<file path="src/assert_macros.svh">
// Assertion macros shared by the transmit queue RTL.
// Build with NO_ASSERTIONS defined to drop every check.
`ifndef ASSERT_MACROS_SVH
`define ASSERT_MACROS_SVH
`ifndef NO_ASSERTIONS
`define ASSERT_ALWAYS(lbl, prop, msg) \
	lbl: assert property (@(posedge clk) disable iff (!arst_n) (prop)) else $error(msg);
`define ASSERT_NEXT(lbl, pre, post, msg) \
	lbl: assert property (@(posedge clk) disable iff (!arst_n) (pre) |=> (post)) else $error(msg);
`else
`define ASSERT_ALWAYS(lbl, prop, msg)
`define ASSERT_NEXT(lbl, pre, post, msg)
`endif
`endif

</file>
<file path="src/tpfq_pkg.sv">
// Shared types, codes and frame classification for the transmit queue.
// No dependencies.
`timescale 1ns / 1ps
`default_nettype none
package tpfq_pkg;
	localparam int QUEUE_DEPTH_DEF = 64;
	localparam int BATCH_MAX_DEF = 3;
	localparam int HDR_W = 34;
	localparam int CFG_IDX_W = 2;
	localparam int CFG_DATA_W = 7;

	localparam logic [CFG_IDX_W-1:0] REG_MASK = 2'd0;
	localparam logic [CFG_IDX_W-1:0] REG_ORDER = 2'd1;
	localparam logic [CFG_IDX_W-1:0] REG_CAP = 2'd2;

	localparam logic [2:0] ST_PUSHED = 3'd0;
	localparam logic [2:0] ST_FULL = 3'd1;
	localparam logic [2:0] ST_BAD_CH = 3'd2;
	localparam logic [2:0] ST_POPPED = 3'd3;
	localparam logic [2:0] ST_EMPTY = 3'd4;

	typedef enum logic [3:0] {
		S_IDLE, S_PUSH, S_P0, S_P1, S_P2, S_EMPTY, S_P3, S_FCHK, S_FWAIT
	} state_t;

	typedef struct packed {
		logic accept;
		logic push_do;
		logic sel1;
		logic cap0;
		logic pick;
		logic empty_do;
		logic take;
		logic emit;
	} cmd_t;

	typedef struct packed {
		logic in_pop;
		logic out_ok;
		logic found;
		logic qual;
		logic pend;
	} sts_t;

	function automatic logic is_control(input logic [28:0] id, input logic [3:0] dlc,
			input logic [63:0] pl);
		logic [7:0] top;
		top = pl[63:56];
		is_control = (id == 29'h7FF) || ((dlc == 4'd8) && (pl[55:0] == {56{1'b1}}) &&
			(top == 8'hFC || top == 8'hFD || top == 8'hFE));
	endfunction
endpackage
`default_nettype wire

</file>
<file path="src/tpfq_ctrl.sv">
// Sequencer for push, pick and batch pop of the transmit queue.
// Depends on tpfq_pkg.
`timescale 1ns / 1ps
`default_nettype none
module tpfq_ctrl (
	input wire logic clk,
	input wire logic arst_n,
	input wire logic in_valid,
	output logic in_stall,
	input wire tpfq_pkg::sts_t sts,
	output tpfq_pkg::cmd_t cmd
);
	tpfq_pkg::state_t state_q, state_d;

	always_ff @(posedge clk or negedge arst_n) begin
		if (!arst_n)
			state_q <= tpfq_pkg::S_IDLE;
		else
			state_q <= state_d;
	end

	always_comb begin
		state_d = state_q;
		case (state_q)
			tpfq_pkg::S_IDLE: if (in_valid) state_d = sts.in_pop ? tpfq_pkg::S_P0
					: tpfq_pkg::S_PUSH;
			tpfq_pkg::S_PUSH: if (sts.out_ok) state_d = tpfq_pkg::S_IDLE;
			tpfq_pkg::S_P0: state_d = tpfq_pkg::S_P1;
			tpfq_pkg::S_P1: state_d = tpfq_pkg::S_P2;
			tpfq_pkg::S_P2: state_d = sts.found ? tpfq_pkg::S_P3 : tpfq_pkg::S_EMPTY;
			tpfq_pkg::S_EMPTY: if (sts.out_ok) state_d = tpfq_pkg::S_IDLE;
			tpfq_pkg::S_P3: state_d = tpfq_pkg::S_FCHK;
			tpfq_pkg::S_FCHK: begin
				if (!sts.pend || sts.out_ok)
					state_d = sts.qual ? tpfq_pkg::S_FWAIT : tpfq_pkg::S_IDLE;
			end
			tpfq_pkg::S_FWAIT: state_d = tpfq_pkg::S_FCHK;
			default: state_d = tpfq_pkg::S_IDLE;
		endcase
	end

	always_comb begin
		cmd = '0;
		in_stall = 1'b1;
		case (state_q)
			tpfq_pkg::S_IDLE: begin
				in_stall = 1'b0;
				cmd.accept = in_valid;
			end
			tpfq_pkg::S_PUSH: cmd.push_do = sts.out_ok;
			tpfq_pkg::S_P0: cmd.sel1 = 1'b1;
			tpfq_pkg::S_P1: cmd.cap0 = 1'b1;
			tpfq_pkg::S_P2: cmd.pick = 1'b1;
			tpfq_pkg::S_EMPTY: cmd.empty_do = sts.out_ok;
			tpfq_pkg::S_FCHK: begin
				if (!sts.pend || sts.out_ok) begin
					cmd.emit = sts.pend;
					cmd.take = sts.qual;
				end
			end
			default: cmd = '0;
		endcase
	end
endmodule
`default_nettype wire

</file>
<file path="config.mk">
export PLATFORM = sky130hd
export DESIGN_NAME = tpfq_ctrl
export DESIGN_NICKNAME = d
export VERILOG_FILES = /design/src/assert_macros.svh /design/src/tpfq_pkg.sv /design/src/tpfq_ctrl.sv
export SDC_FILE = /design/constraint.sdc
export NUM_CORES = 1
export LEC_CHECK = 0
export BUFFER_PORTS_ARGS = -buffer_cell sky130_fd_sc_hd__buf_2
export CORE_AREA = 2 2 39 41
export DETAILED_ROUTE_END_ITERATION = 10
export DIE_AREA = 0 0 41 43
export PLACE_DENSITY = 0.56
export SLEW_MARGIN = 40
export SYNTH_ARGS = -nofsm -noshare
export SYNTH_HDL_FRONTEND = slang
export SYNTH_SLANG_ARGS = --single-unit
</file>
<file path="constraint.sdc">
create_clock -name clk -period 2.1 [get_ports clk]
set_input_delay 0.105 -clock clk [delete_from_list [all_inputs] [get_ports clk]]
set_output_delay 0.105 -clock clk [all_outputs]
set_load 0.005 [all_outputs]
</file>
==> results of run 1 <==
==> power groups by stage <==
stage	combinational, mW	clock (mW)	sequential [mW]
6_report	0.249	0.0986	0.165
4_1_cts	0.253	0.104	0.164
5_1_grt	0.292	0.108	0.176
2_1_floorplan	0.233	0	0.114
3_3_place_gp	0.251	0	0.167
3_5_place_dp	0.248	0	0.166
==> metrics by stage <==
step	worst slack, ns	instances
2_1_floorplan	0.7918	47
3_3_place_gp	0.7049	75
3_5_place_dp	0.7156	75
4_1_cts	0.6410	79
5_1_grt	0.4991	79
6_report	0.6486	79
==> metal layers <==
layer / global-route usage [%] / share of wire, % / routed length (um) / up-vias
met5: 0 / 0 / 0 / -
met3: 7.853 / 7.3 / 62 / 0
li1: - / - / - / 200
met4: 0 / 0 / 0 / 0
met1: 15.53 / 45 / 379 / 180
met2: 16.25 / 48 / 405 / 9
==> repair_timing <==
| item | in CTS | in global routing |
|---|---|---|
| endpoints found under the setup margin | 0 | 0 |
| hold endpoints to repair | 4 | 0 |
| hold buffers | 1 | 0 |
==> layout make-up <==
type                            count  share of cell area [%]
Multi-Input combinational cell     38                   48.08
Inverter                            1                  0.8242
Clock buffer                        3                   4.945
Sequential cell                     4                   21.98
Timing Repair Buffer               17                   19.78
Tap cell                           16                   4.396
==> critical path, delay by kind of cell, from the launching register on <==
| kind | cells | cell delay [ns] |
|---|---|---|
| and+or+nand+nor | 3 | 0.52 |
| DFF | 1 | 0.48 |
| buffers and inverters | 1 | 0.10 |
==> cell usage after synthesis <==
| library cell | n |
|---|---|
| sky130_fd_sc_hd__a21oi_1 | 4 |
| sky130_fd_sc_hd__a22oi_1 | 1 |
| sky130_fd_sc_hd__and3_1 | 5 |
| sky130_fd_sc_hd__buf_2 | 3 |
| sky130_fd_sc_hd__buf_6 | 1 |
| sky130_fd_sc_hd__dfrtp_1 | 4 |
| sky130_fd_sc_hd__inv_1 | 1 |
| sky130_fd_sc_hd__mux2i_1 | 1 |
| sky130_fd_sc_hd__nand2_1 | 3 |
| sky130_fd_sc_hd__nand2_2 | 1 |
| sky130_fd_sc_hd__nand2b_1 | 1 |
| sky130_fd_sc_hd__nand2b_4 | 1 |
| sky130_fd_sc_hd__nand3_1 | 1 |
| sky130_fd_sc_hd__nand3b_1 | 2 |
| sky130_fd_sc_hd__nor2_1 | 6 |
| sky130_fd_sc_hd__nor2b_1 | 1 |
| sky130_fd_sc_hd__nor3_1 | 4 |
| sky130_fd_sc_hd__o21ai_0 | 3 |
| sky130_fd_sc_hd__o21ai_1 | 1 |
| sky130_fd_sc_hd__o22ai_1 | 1 |
| sky130_fd_sc_hd__or2_0 | 1 |
| sky130_fd_sc_hd__or3_4 | 1 |
==> kinds of logic after synthesis <==
group,after synthesis,share of synthesized area (%)
AND/OR/NAND/NOR,27,44.44
AO/OA/AOI/OAI,10,15.41
flip-flops,4,28.67
multiplexers,1,2.867
buffers and inverters,5,8.600
==> worst min path at each step <==
stage / start / endpoint / cells after the start
floorplan: arst_n / state_q[0] / 0
global placement: arst_n / state_q[0] / 1
CTS: sts[1] / state_q[3] / 2
global route: sts[1] / state_q[3] / 2
finish: sts[1] / state_q[3] / 2
detailed placement: arst_n / state_q[3] / 1
==> flow_summary.rst, run 1 <==
.. list-table::
   :header-rows: 1

   * - Metric
     - Value
   * - Run status
     - complete, no violations
   * - Drt wl/cell
     - ~11 um
   * - Area share of the largest cell type after synthesis
     - between 20 and 30%
   * - Timing-limited maximum frequency
     - between 600 and 700 MHz
   * - Startpoint type of the worst setup path
     - flop
   * - Data arrival, critical path
     - 1.35 ns
   * - Reg clk slew, reported paths
     - 0.04 ns
   * - Layout Utilization
     - 32.91%
   * - # Post-CTS Setup Buffers
     - 0
   * - Max Cap Viol
     - 0
   * - Area contributors post-synth
     - sky130_fd_sc_hd__dfrtp_1 (29%), sky130_fd_sc_hd__and3_1 (9.0%), sky130_fd_sc_hd__nor2_1 (6.5%)
   * - Number of buffers added by the clock tree synthesis step
     - 3
   * - Final Power
     - 0.5126 mW
   * - HPWL reported at the end of detailed placement
     - around 650 um
   * - Number of clock sinks
     - 4
   * - Overall die width
     - 41 um
   * - Internal power component
     - 0.2907 mW
   * - Ratio of routed vias to standard cells
     - between 4 and 5
   * - ANT cells
     - 0
   * - R2r worst-path depth
     - 4
   * - Total gr overflow
     - 0
   * - Total number of vias
     - 389
   * - Layout net count
     - 73
   * - Largest stage delay on the critical path
     - roughly 0.48 ns
   * - Filler cell count
     - around 150
   * - Sort of element at the end of the critical path
     - output pin
   * - Starting DRC count in detailed routing
     - 5
   * - Setup-failing EPs final
     - 0
   * - Cell at the root of the clock tree
     - sky130_fd_sc_hd__clkbuf_4
   * - Clock tree from TritonCTS
     - built
   * - Cell at the slowest stage of the critical path
     - sky130_fd_sc_hd__dfrtp_1
   * - Register with the most flip-flops
     - state_q
   * - Synth-to-Final Area Change
     - 30.47%
   * - Startpoint of the most critical register-to-register path
     - state_q[3]
   * - Wire length of the first global-routing pass
     - 1386 um
   * - Net switching power
     - 0.2219 mW
   * - Syn Area/Cell
     - 7.427 um2
   * - Final-layout setup total negative slack
     - 0 ns
   * - Power density cells
     - 1126 nW/um2
   * - Reg-to-reg setup timing slack
     - 0.69 ns
   * - Worst hold slack
     - 0.1085 ns
   * - Share of total power in combinational logic
     - 48.6%
   * - Chip Height
     - approximately 43 um
   * - Biggest registers after layout
     - state_q: 4 flops
   * - Pleak
     - 0.2443 nW
   * - Worst Path Class, Setup
     - reg -> out
   * - Data required time of the critical path
     - 2.00 ns
   * - I/O pin cnt
     - 17
   * - CTS HTree Levels
     - 1
   * - Maximum number of buffers from clock root to sink
     - 2
   * - Footprint of the multi-input gates
     - 219.0 um2
   * - Number of flip-flops in the largest register
     - 4
   * - Standard cell core area
     - between 1000 and 1500 um2
   * - CTS-repair resized insts
     - 0
   * - Number of hold violations in the final report
     - 0
   * - Most frequent cells in the layout
     - sky130_fd_sc_hd__buf_2 (16), sky130_fd_sc_hd__nor2_1 (6), sky130_fd_sc_hd__and3_1 (5)
   * - Setup crit end
     - cmd[1]
   * - Final number of max-transition violations
     - 0
   * - Most frequent standard cell in the layout excluding fill and tap cells
     - sky130_fd_sc_hd__buf_2
   * - Routed WL
     - 846 um
   * - Series of cell instances along the critical path
     - nand2b_4 > nor2_1 > and3_1 > buf_2
   * - Final Skew
     - 0.005732 ns
   * - Cell area after placement
     - 422.9 um2
   * - RSZ-0062 raised after global routing
     - false
   * - Remaining antenna violation count
     - 0
   * - Vias in the first global route
     - 345
   * - CP startpoint
     - state_q[3]
   * - Final design area excluding fillers
     - roughly 460 um2
   * - Overall track demand over capacity in global routing
     - a little under an eighth
   * - Worst reg2reg path endpoint
     - state_q[0]
   * - Cell accounting for the most synthesized area
     - sky130_fd_sc_hd__dfrtp_1
   * - Transition time at the pin with the least slew margin
     - 0.3702 ns
   * - Number of iterations in the first detailed-routing pass
     - 4
   * - Clock Latency Late Sink
     - roughly 0.24 ns
   * - Initial Util
     - between 20 and 30%
   * - RePlAce Congestion
     - a little under 0.8
   * - CP Max Fanout
     - 10
   * - Floorplan die area
     - 1763 um2
   * - Fraction of layout instances using a drive strength above 1
     - 34.92%
   * - Part of the power in the clock network
     - 19.2%
   * - Netlist Area Pre-Place
     - 349.1 um2
   * - Part of the power in registers
     - 32.2%
   * - Number of I/O port buffers
     - 16
   * - Count of distinct cell types in the synthesized netlist
     - 22
   * - Relative slew slack
     - about three quarters
   * - Net count after synthesis
     - 55
   * - Post-route fraction of the period consumed by the critical path
     - around 69%
   * - Placement Rows
     - 14
   * - Syn Inst Count
     - between 40 and 50
   * - Number of storage elements in the synthesis netlist
     - 4
   * - Part of the Yosys area used for sequential elements
     - between 20 and 30%
   * - IR Drop Worst-Case VDD
     - 0.0004520 V
   * - Worst min-delay path category
     - in -> reg
   * - Time the final worst path needs with I/O delays and setup
     - around 1.5 ns
   * - Pin count of the biggest net entering global routing
     - 12
   * - Area of all sequential standard cells
     - 100.1 um2
   * - Switching share of power
     - 43.29%
   * - Drt drc
     - 0
   * - Yosys warnings
     - 0
   * - Number of antenna violations at the first check in global routing
     - 0
Note: power is estimated with default switching activity, not from simulation.
==> inputs of run 2 (changes only) <==
- ABC_AREA: default -> 1
- PLACE_DENSITY: 0.56 -> 0.64
- clock period: 2.1 -> 1.25 ns (I/O delays scaled with it)
==> run 2 against run 1 <==
Compared with the run above:
- synthesized cell count up 49%
- die area unchanged
- critical path depth is the same
- global-route usage up 4.1 points
- via count up 34%
- the flow now finishes with violations (negative setup slack)
- sequential power increased by 84%
- largest cell class unchanged
- area after synthesis increased by 20%
- cell count increased by 42%
- first-iteration DRC count increased by 120%
- combinational power rose to 3.3 times the previous value
==> flow_summary.rst, run 2 <==
.. list-table::
   :header-rows: 1

   * - Metric
     - Value
   * - Layout net count
     - 106 (+45%)
   * - Startpoint of the most critical register-to-register path
     - state_q[3]
   * - Total gr overflow
     - 0 (unchanged)
   * - Final-layout setup total negative slack
     - -0.04600 ns (-0.04600 ns)
   * - Number of antenna violations at the first check in global routing
     - 0 (unchanged)
   * - Pin count of the biggest net entering global routing
     - 9 (-3)
   * - Time the final worst path needs with I/O delays and setup
     - 1.278 ns
   * - Share of cell area taken by muxes after synthesis
     - 0% (-2.9 points)
   * - Clock tree from TritonCTS
     - built
   * - Final Power
     - 1.289 mW (+150%)
   * - RSZ-0062 raised after global routing
     - true
   * - Overall track demand over capacity in global routing
     - 15.63% (+4.1 points)
   * - Number of standard cells in the final layout excluding fillers
     - 112 (+42%)
   * - Drt wl/cell
     - 10.13 um (-5.5%)
   * - Total number of vias
     - 520 (+34%)
   * - Register with the most flip-flops
     - state_q
   * - Count of distinct cell types in the synthesized netlist
     - 15 (-32%)
   * - Largest stage delay on the critical path
     - 0.47 ns (about the same)
   * - Remaining antenna violation count
     - 0 (unchanged)
   * - Hold_sp
     - sts[3]
   * - Cell at the slowest stage of the critical path
     - sky130_fd_sc_hd__dfrtp_2
   * - Area contributors post-synth
     - sky130_fd_sc_hd__dfrtp_1 (24%), sky130_fd_sc_hd__nand2_1 (18%), sky130_fd_sc_hd__nor2_1 (8.9%)
   * - CP Max Fanout
     - 8 (-2)
   * - Vias in the first global route
     - 438 (+27%)
   * - Final number of max-transition violations
     - 0 (unchanged)
   * - Cell area after placement
     - 509.2 um2 (+20%)
   * - Number of storage elements in the synthesis netlist
     - 4 (unchanged)
   * - Data required time of the critical path
     - 1.19 ns (-0.81 ns)
   * - HPWL reported at the end of detailed placement
     - 840.7 um (+29%)
   * - Fraction of layout instances using a drive strength above 1
     - 52.08% (+17 points)
   * - Post-route fraction of the period consumed by the critical path
     - 102.3%
   * - ANT cells
     - 0 (unchanged)
   * - Xor-xnor portion of the synthesized cell area
     - 0% (unchanged)
   * - Pleak
     - 0.3593 nW (+47%)
   * - Chip Height
     - 43 um (unchanged)
   * - Capture endpoint of the worst hold path
     - state_q[3]
   * - Most frequent standard cell in the layout excluding fill and tap cells
     - sky130_fd_sc_hd__nand2_1
   * - Final design area excluding fillers
     - 634.4 um2 (+39%)
   * - Critical path buffer and inverter count
     - 1 (unchanged)
   * - Main synth FF type
     - sky130_fd_sc_hd__dfrtp_1
   * - Initial Util
     - 30.38% (+5.2 points)
   * - Wire length of the first global-routing pass
     - 1849 um (+33%)
   * - Run status
     - complete, but fails checks
   * - Most instantiated cells after synthesis
     - sky130_fd_sc_hd__nand2_1 (20), sky130_fd_sc_hd__nor2_1 (10), sky130_fd_sc_hd__inv_1 (8), sky130_fd_sc_hd__nand3_1 (6), sky130_fd_sc_hd__inv_2 (5)
   * - Worst Path Class, Setup
     - reg -> out
   * - Most frequent cells in the layout
     - sky130_fd_sc_hd__nand2_1 (18), sky130_fd_sc_hd__buf_2 (16), sky130_fd_sc_hd__nor2_1 (10)
   * - Adder-cell share of the synthesized area
     - 0% (unchanged)
   * - Sort of element at the end of the critical path
     - output pin
   * - Cell at the root of the clock tree
     - sky130_fd_sc_hd__clkbuf_4
   * - Number of I/O port buffers
     - 16 (unchanged)
   * - RePlAce Congestion
     - 0.8943 (+15%)
   * - Series of cell instances along the critical path
     - nor2_4 > nand2_1 > nor2_1 > buf_2
   * - Number of flip-flops in the largest register
     - 4 (unchanged)
   * - Startpoint type of the worst setup path
     - flop
   * - Min setup slack post-route
     - -0.02833 ns (-0.6769 ns)
   * - Power density cells
     - 2031 nW/um2 (+80%)
   * - Area fraction in and, or, nand and nor cells after synthesis
     - 60.12% (+16 points)
   * - Violations in the final reports
     - negative setup slack
   * - R2r worst-path depth
     - 9 (+5)
   * - Relative slew slack
     - 84.89% (+9.6 points)
   * - Combinational family with the most area after synthesis
     - simple AND/OR/NAND/NOR gates
   * - Routed WL
     - 1134 um (+34%)
   * - Area share of the largest cell type after synthesis
     - 23.81% (-4.9 points)
   * - Compound-gate portion of the synthesized area
     - 1.786% (-14 points)
   * - Maximum number of buffers from clock root to sink
     - 2 (unchanged)
   * - Placement Rows
     - 14 (unchanged)
   * - Reg clk slew, reported paths
     - 0.03 ns (about the same)
   * - Number of enable-type register cells in the synthesized netlist
     - 0 (unchanged)
   * - Transition time at the pin with the least slew margin
     - 0.2258 ns (-0.1444 ns)
   * - Worst reg2reg path endpoint
     - state_q[0]
   * - IR Drop Worst-Case VDD
     - 0.0009320 V (+110%)
   * - Ratio of routed vias to standard cells
     - 4.643 (-5.7%)
   * - Number of clock sinks
     - 4 (unchanged)
   * - CTS HTree Levels
     - 1 (unchanged)
   * - Overall die width
     - 41 um (unchanged)
   * - Worst min-delay path category
     - in -> reg
   * - Syn Inst Count
     - 70 (+49%)
   * - Part of the Yosys area used for sequential elements
     - 23.81% (-4.9 points)
   * - Synth-to-Final Area Change
     - 50.89%
   * - Max Cap Viol
     - 0 (unchanged)
   * - Biggest registers after layout
     - state_q: 4 flops
   * - I/O pin cnt
     - 17 (unchanged)
   * - Number of hold violations in the final report
     - 0 (unchanged)
   * - Proportion of register bits with asynchronous set or reset after synthesis
     - 100.0% (unchanged)
   * - Standard cell core area
     - 1384 um2 (unchanged)
   * - CP startpoint
     - state_q[0]
   * - Most common cell in the synthesized netlist
     - sky130_fd_sc_hd__nand2_1
   * - Data arrival, critical path
     - 1.22 ns (-0.13 ns)
   * - Number of buffers added by the clock tree synthesis step
     - 3 (unchanged)
   * - Syn Area/Cell
     - 6.006 um2 (-19%)
   * - Number of iterations in the first detailed-routing pass
     - 4 (unchanged)
   * - Final Skew
     - 0.01394 ns (+0.008206 ns)
   * - Floorplan die area
     - 1763 um2 (unchanged)
   * - Clock Latency Late Sink
     - 0.25 ns (about the same)
   * - Drt drc
     - 0 (unchanged)
   * - Top delay family on crit path
     - flip-flops
   * - Setup-failing EPs final
     - 3 (+3)
   * - Hold depth
     - 3 (+1)
   * - Starting DRC count in detailed routing
     - 11 (+6)
   * - Net count after synthesis
     - 78 (+42%)
   * - Timing-limited maximum frequency
     - 782.3 MHz
   * - Cell accounting for the most synthesized area
     - sky130_fd_sc_hd__dfrtp_1
   * - Netlist Area Pre-Place
     - 420.4 um2 (+20%)
   * - Yosys warnings
     - 0 (unchanged)
   * - Reg-to-reg setup timing slack
     - 0.03 ns (-0.66 ns)
   * - Cell Count Post-Placement
     - 101 (+35%)
-- run 2: cell types whose count changed after synthesis, moves of 2 or more --
cell	before	now
sky130_fd_sc_hd__a21oi_1	4	0
sky130_fd_sc_hd__and3_1	5	0
sky130_fd_sc_hd__buf_2	3	0
sky130_fd_sc_hd__inv_1	1	8
sky130_fd_sc_hd__inv_2	0	5
sky130_fd_sc_hd__nand2_1	3	20
sky130_fd_sc_hd__nand3_1	1	6
sky130_fd_sc_hd__nand3b_1	2	0
sky130_fd_sc_hd__nor2_1	6	10
sky130_fd_sc_hd__nor2_2	0	4
sky130_fd_sc_hd__nor2_4	0	3
sky130_fd_sc_hd__o21ai_0	3	0
-- run 2: cell type report --
class / instances / area [um2]
Multi-Input combinational cell: 52 / 295.3
Clock buffer: 3 / 22.52
Fill cell: 146 / 749.5
Inverter: 13 / 48.80
Tap cell: 16 / 20.02
Sequential cell: 4 / 105.1
Timing Repair Buffer: 24 / 142.6
-- run 2: metal layers --
metal	vias to the layer above	GRT usage [%]	wire length (um)
met5	-	0	0
met4	0	4.000	10
li1	271	-	-
met2	19	23.44	577
met3	2	6.283	73
met1	228	20.20	473
-- run 2: kinds of logic (layout without fill, tap and decap cells) --
logic type	Yosys count	in the layout
and+or+nand+nor	51	51
buffers and inverters	14	40
DFF	4	4
AOI/OAI and AO/OA	1	1
-- run 2: worst max-delay path by stage --
stage	to	slack, ns	cells past startpoint
finish	cmd[7]	-0.03	4
detailed placement	state_q[0]	0.05	6
floorplan	state_q[1]	0.18	6
CTS	cmd[0]	0.002	3
global placement	state_q[0]	0.04	6
global route	cmd[1]	-0.08	6
-- run 2: through the flow --
step	utilization, %	hold slack, ns	setup slack, ns
finish	45.84	0.1236	-0.02833
global route	45.84	0.1441	-0.07894
CTS	42.77	0.06634	0.001763
detailed placement	36.80	-0.1236	0.04713
global placement	36.80	-0.1238	0.03834
floorplan	-	-0.2331	0.1761
-- run 2: worst register-to-register path: stages (launching register included) --
cell                      delay (ns)
sky130_fd_sc_hd__dfrtp_2        0.43
sky130_fd_sc_hd__inv_2          0.09
sky130_fd_sc_hd__nand2_4        0.07
sky130_fd_sc_hd__nor2_4         0.12
sky130_fd_sc_hd__buf_4          0.11
sky130_fd_sc_hd__nand2_2        0.05
sky130_fd_sc_hd__nand2_1        0.09
sky130_fd_sc_hd__nor2_2         0.04
sky130_fd_sc_hd__nand2_1        0.06
sky130_fd_sc_hd__nand2_1        0.05
-- run 2: report_power, final --
group          internal (mW)  total [mW]  switching (mW)
Combinational          0.345       0.813           0.467
Sequential             0.189       0.303           0.114
Clock                  0.108       0.173          0.0648
Total                  0.642        1.29           0.646
-- run 2: repair_timing --
item,4_1_cts,5_1_grt
gates resized for setup,7,5
buffers inserted,4,3
hold buffers,1,0
setup endpoints to repair,7,11
pin swaps,2,5
hold endpoints to repair,4,0
==> inputs of run 3 (changes only) <==
- PLACE_DENSITY: 0.64 -> 0.62
- clock period: 1.25 -> 1.53 ns (I/O delays scaled with it)
==> run 3 against run 2 <==
Compared with the run above:
- the run now ends clean
- design area shrank 15%
- register-to-register slack better by 0.30 ns
- combinational power shrank 32%
- largest power group unchanged
==> flow_summary.rst, run 3 (synthesized netlist as in run 2, its figures left out) <==
.. list-table::
   :header-rows: 1

   * - Metric
     - Value
   * - Number of iterations in the first detailed-routing pass
     - 4 (unchanged)
   * - Number of clock sinks
     - 4 (unchanged)
   * - Startpoint type of the worst setup path
     - flop
   * - Power density cells
     - 1664 nW/um2 (-18%)
   * - Wire length of the first global-routing pass
     - 1552 um (-16%)
   * - Overall die width
     - 41 um (unchanged)
   * - Standard cell core area
     - 1384 um2 (unchanged)
   * - Maximum number of buffers from clock root to sink
     - 2 (unchanged)
   * - Starting DRC count in detailed routing
     - 10 (-1)
   * - Timing-limited maximum frequency
     - 745.4 MHz
   * - Routed WL
     - 920 um (-19%)
   * - IR Drop Worst-Case VDD
     - 0.0006297 V (-32%)
   * - Vias in the first global route
     - 403 (-8.0%)
   * - Total gr overflow
     - 0 (unchanged)
   * - Clock Latency Late Sink
     - 0.23 ns (-0.02 ns)
   * - Most frequent cells in the layout
     - sky130_fd_sc_hd__nand2_1 (20), sky130_fd_sc_hd__buf_2 (16), sky130_fd_sc_hd__nor2_1 (10)
   * - Number of antenna violations at the first check in global routing
     - 0 (unchanged)
   * - Ratio of routed vias to standard cells
     - 4.448 (-4.2%)
   * - Setup-failing EPs final
     - 0 (-3)
   * - RePlAce Congestion
     - 0.8257 (-7.7%)
   * - I/O pin cnt
     - 17 (unchanged)
   * - Final Skew
     - 0.00003000 ns (-0.01391 ns)
   * - Final number of max-transition violations
     - 0 (unchanged)
   * - CTS HTree Levels
     - 1 (unchanged)
   * - Number of buffers added by the clock tree synthesis step
     - 3 (unchanged)
   * - Number of hold violations in the final report
     - 0 (unchanged)
   * - Synth-to-Final Area Change
     - 28.87%
   * - Drt wl/cell
     - 8.762 um (-13%)
   * - Number of I/O port buffers
     - 16 (unchanged)
   * - HPWL reported at the end of detailed placement
     - 789.2 um (-6.1%)
   * - Hold buffer count at CTS
     - 1 (unchanged)
   * - Remaining antenna violation count
     - 0 (unchanged)
   * - Max Cap Viol
     - 0 (unchanged)
   * - Data required time of the critical path
     - 1.45 ns (+0.26 ns)
   * - Relative slew slack
     - 83.38% (-1.5 points)
   * - Pin count of the biggest net entering global routing
     - 9 (unchanged)
   * - Number of standard cells in the final layout excluding fillers
     - 105 (-6.3%)
   * - Worst min-delay path category
     - in -> reg
   * - Filler cell count
     - 151 (+3.4%)
   * - Final design area excluding fillers
     - 541.8 um2 (-15%)
   * - Clock tree from TritonCTS
     - built
   * - Number of flip-flops in the largest register
     - 4 (unchanged)
   * - Floorplan die area
     - 1763 um2 (unchanged)
   * - Cell Count Post-Placement
     - 101 (unchanged)
   * - Placement Rows
     - 14 (unchanged)
   * - Cell area after placement
     - 509.2 um2 (unchanged)
   * - Overall track demand over capacity in global routing
     - 13.09% (-2.5 points)
   * - Cell at the root of the clock tree
     - sky130_fd_sc_hd__clkbuf_4
   * - Worst Path Class, Setup
     - reg -> out
   * - Reg clk slew, reported paths
     - 0.04 ns (about the same)
   * - Final-layout setup total negative slack
     - 0 ns (+0.04600 ns)
   * - Pleak
     - 0.3254 nW (-9.4%)
   * - # Post-CTS Setup Buffers
     - 0 (-4)
   * - RSZ-0062 raised after global routing
     - false
   * - Total number of vias
     - 467 (-10%)
   * - Time the final worst path needs with I/O delays and setup
     - 1.342 ns
   * - Chip Height
     - 43 um (unchanged)
   * - CTS-repair resized insts
     - 0 (-7)
   * - Sort of element at the end of the critical path
     - output pin
   * - ANT cells
     - 0 (unchanged)
   * - Final Power
     - 0.9017 mW (-30%)
   * - Initial Util
     - 30.38% (unchanged)
   * - Layout net count
     - 99 (-6.6%)
   * - Worst hold slack
     - 0.08489 ns (-0.03872 ns)
   * - Biggest registers after layout
     - state_q: 4 flops
   * - Drt drc
     - 0 (unchanged)
   * - Most frequent standard cell in the layout excluding fill and tap cells
     - sky130_fd_sc_hd__nand2_1
   * - Register with the most flip-flops
     - state_q
   * - Transition time at the pin with the least slew margin
     - 0.2490 ns (+0.02322 ns)
   * - Data arrival, critical path
     - 1.27 ns (+0.05 ns)
   * - Run status
     - complete, no violations
   * - Post-route fraction of the period consumed by the critical path
     - around 88%
   * - Fraction of layout instances using a drive strength above 1
     - 38.20% (-14 points)
   * - CP Max Fanout
     - 6 (-2)
[run 3: critical path: stages (launching register included)]
cell and delay, ns:
sky130_fd_sc_hd__dfrtp_1 0.45, sky130_fd_sc_hd__nor2_2 0.24, sky130_fd_sc_hd__inv_2 0.09, sky130_fd_sc_hd__nor3_1 0.12, sky130_fd_sc_hd__buf_2 0.13
[run 3: worst paths after layout]
kind / startpoint / to / slack (ns) / cells past startpoint
max: state_q[2] / cmd[6] / 0.19 / 4
min: sts[1] / state_q[3] / 0.08 / 3
max reg2reg: state_q[0] / state_q[1] / 0.33 / 7
min reg2reg: state_q[2] / state_q[2] / 0.64 / 2
max in group asynchronous: arst_n / state_q[2] / 1.24 / 2
min in group asynchronous: arst_n / state_q[0] / 0.17 / 2
[run 3: routing by layer]
layer  wire length [um]  vias up  GRT usage, %
met5                  0        -             0
li1                   -      255             -
met1                440      199         17.86
met3                 43        2         1.571
met4                 10        0         10.00
met2                426       11         17.81
[run 3: final cells by class]
cell class                      count  area (um2)  area share, %
Clock buffer                        3       22.52          4.157
Inverter                           13       48.80          9.007
Multi-Input combinational cell     52       260.3          48.04
Sequential cell                     4       100.1          18.48
Tap cell                           16       20.02          3.695
Timing Repair Buffer               17       90.09          16.63
[run 3: report_power, final]
part	switching, mW	leakage [nW]	total (mW)	internal, mW
sequential	0.0760	0.0517	0.222	0.146
combinational	0.341	0.260	0.550	0.209
clock	0.0414	0.0138	0.129	0.0876
[run 3: through the flow]
step / util (%) / setup WS, ns
after floorplan: - / 0.4561
after global placement: 36.80 / 0.3254
after detailed placement: 36.80 / 0.3457
after CTS: 39.15 / 0.1649
after global routing: 39.15 / 0.08950
final: 39.15 / 0.1884
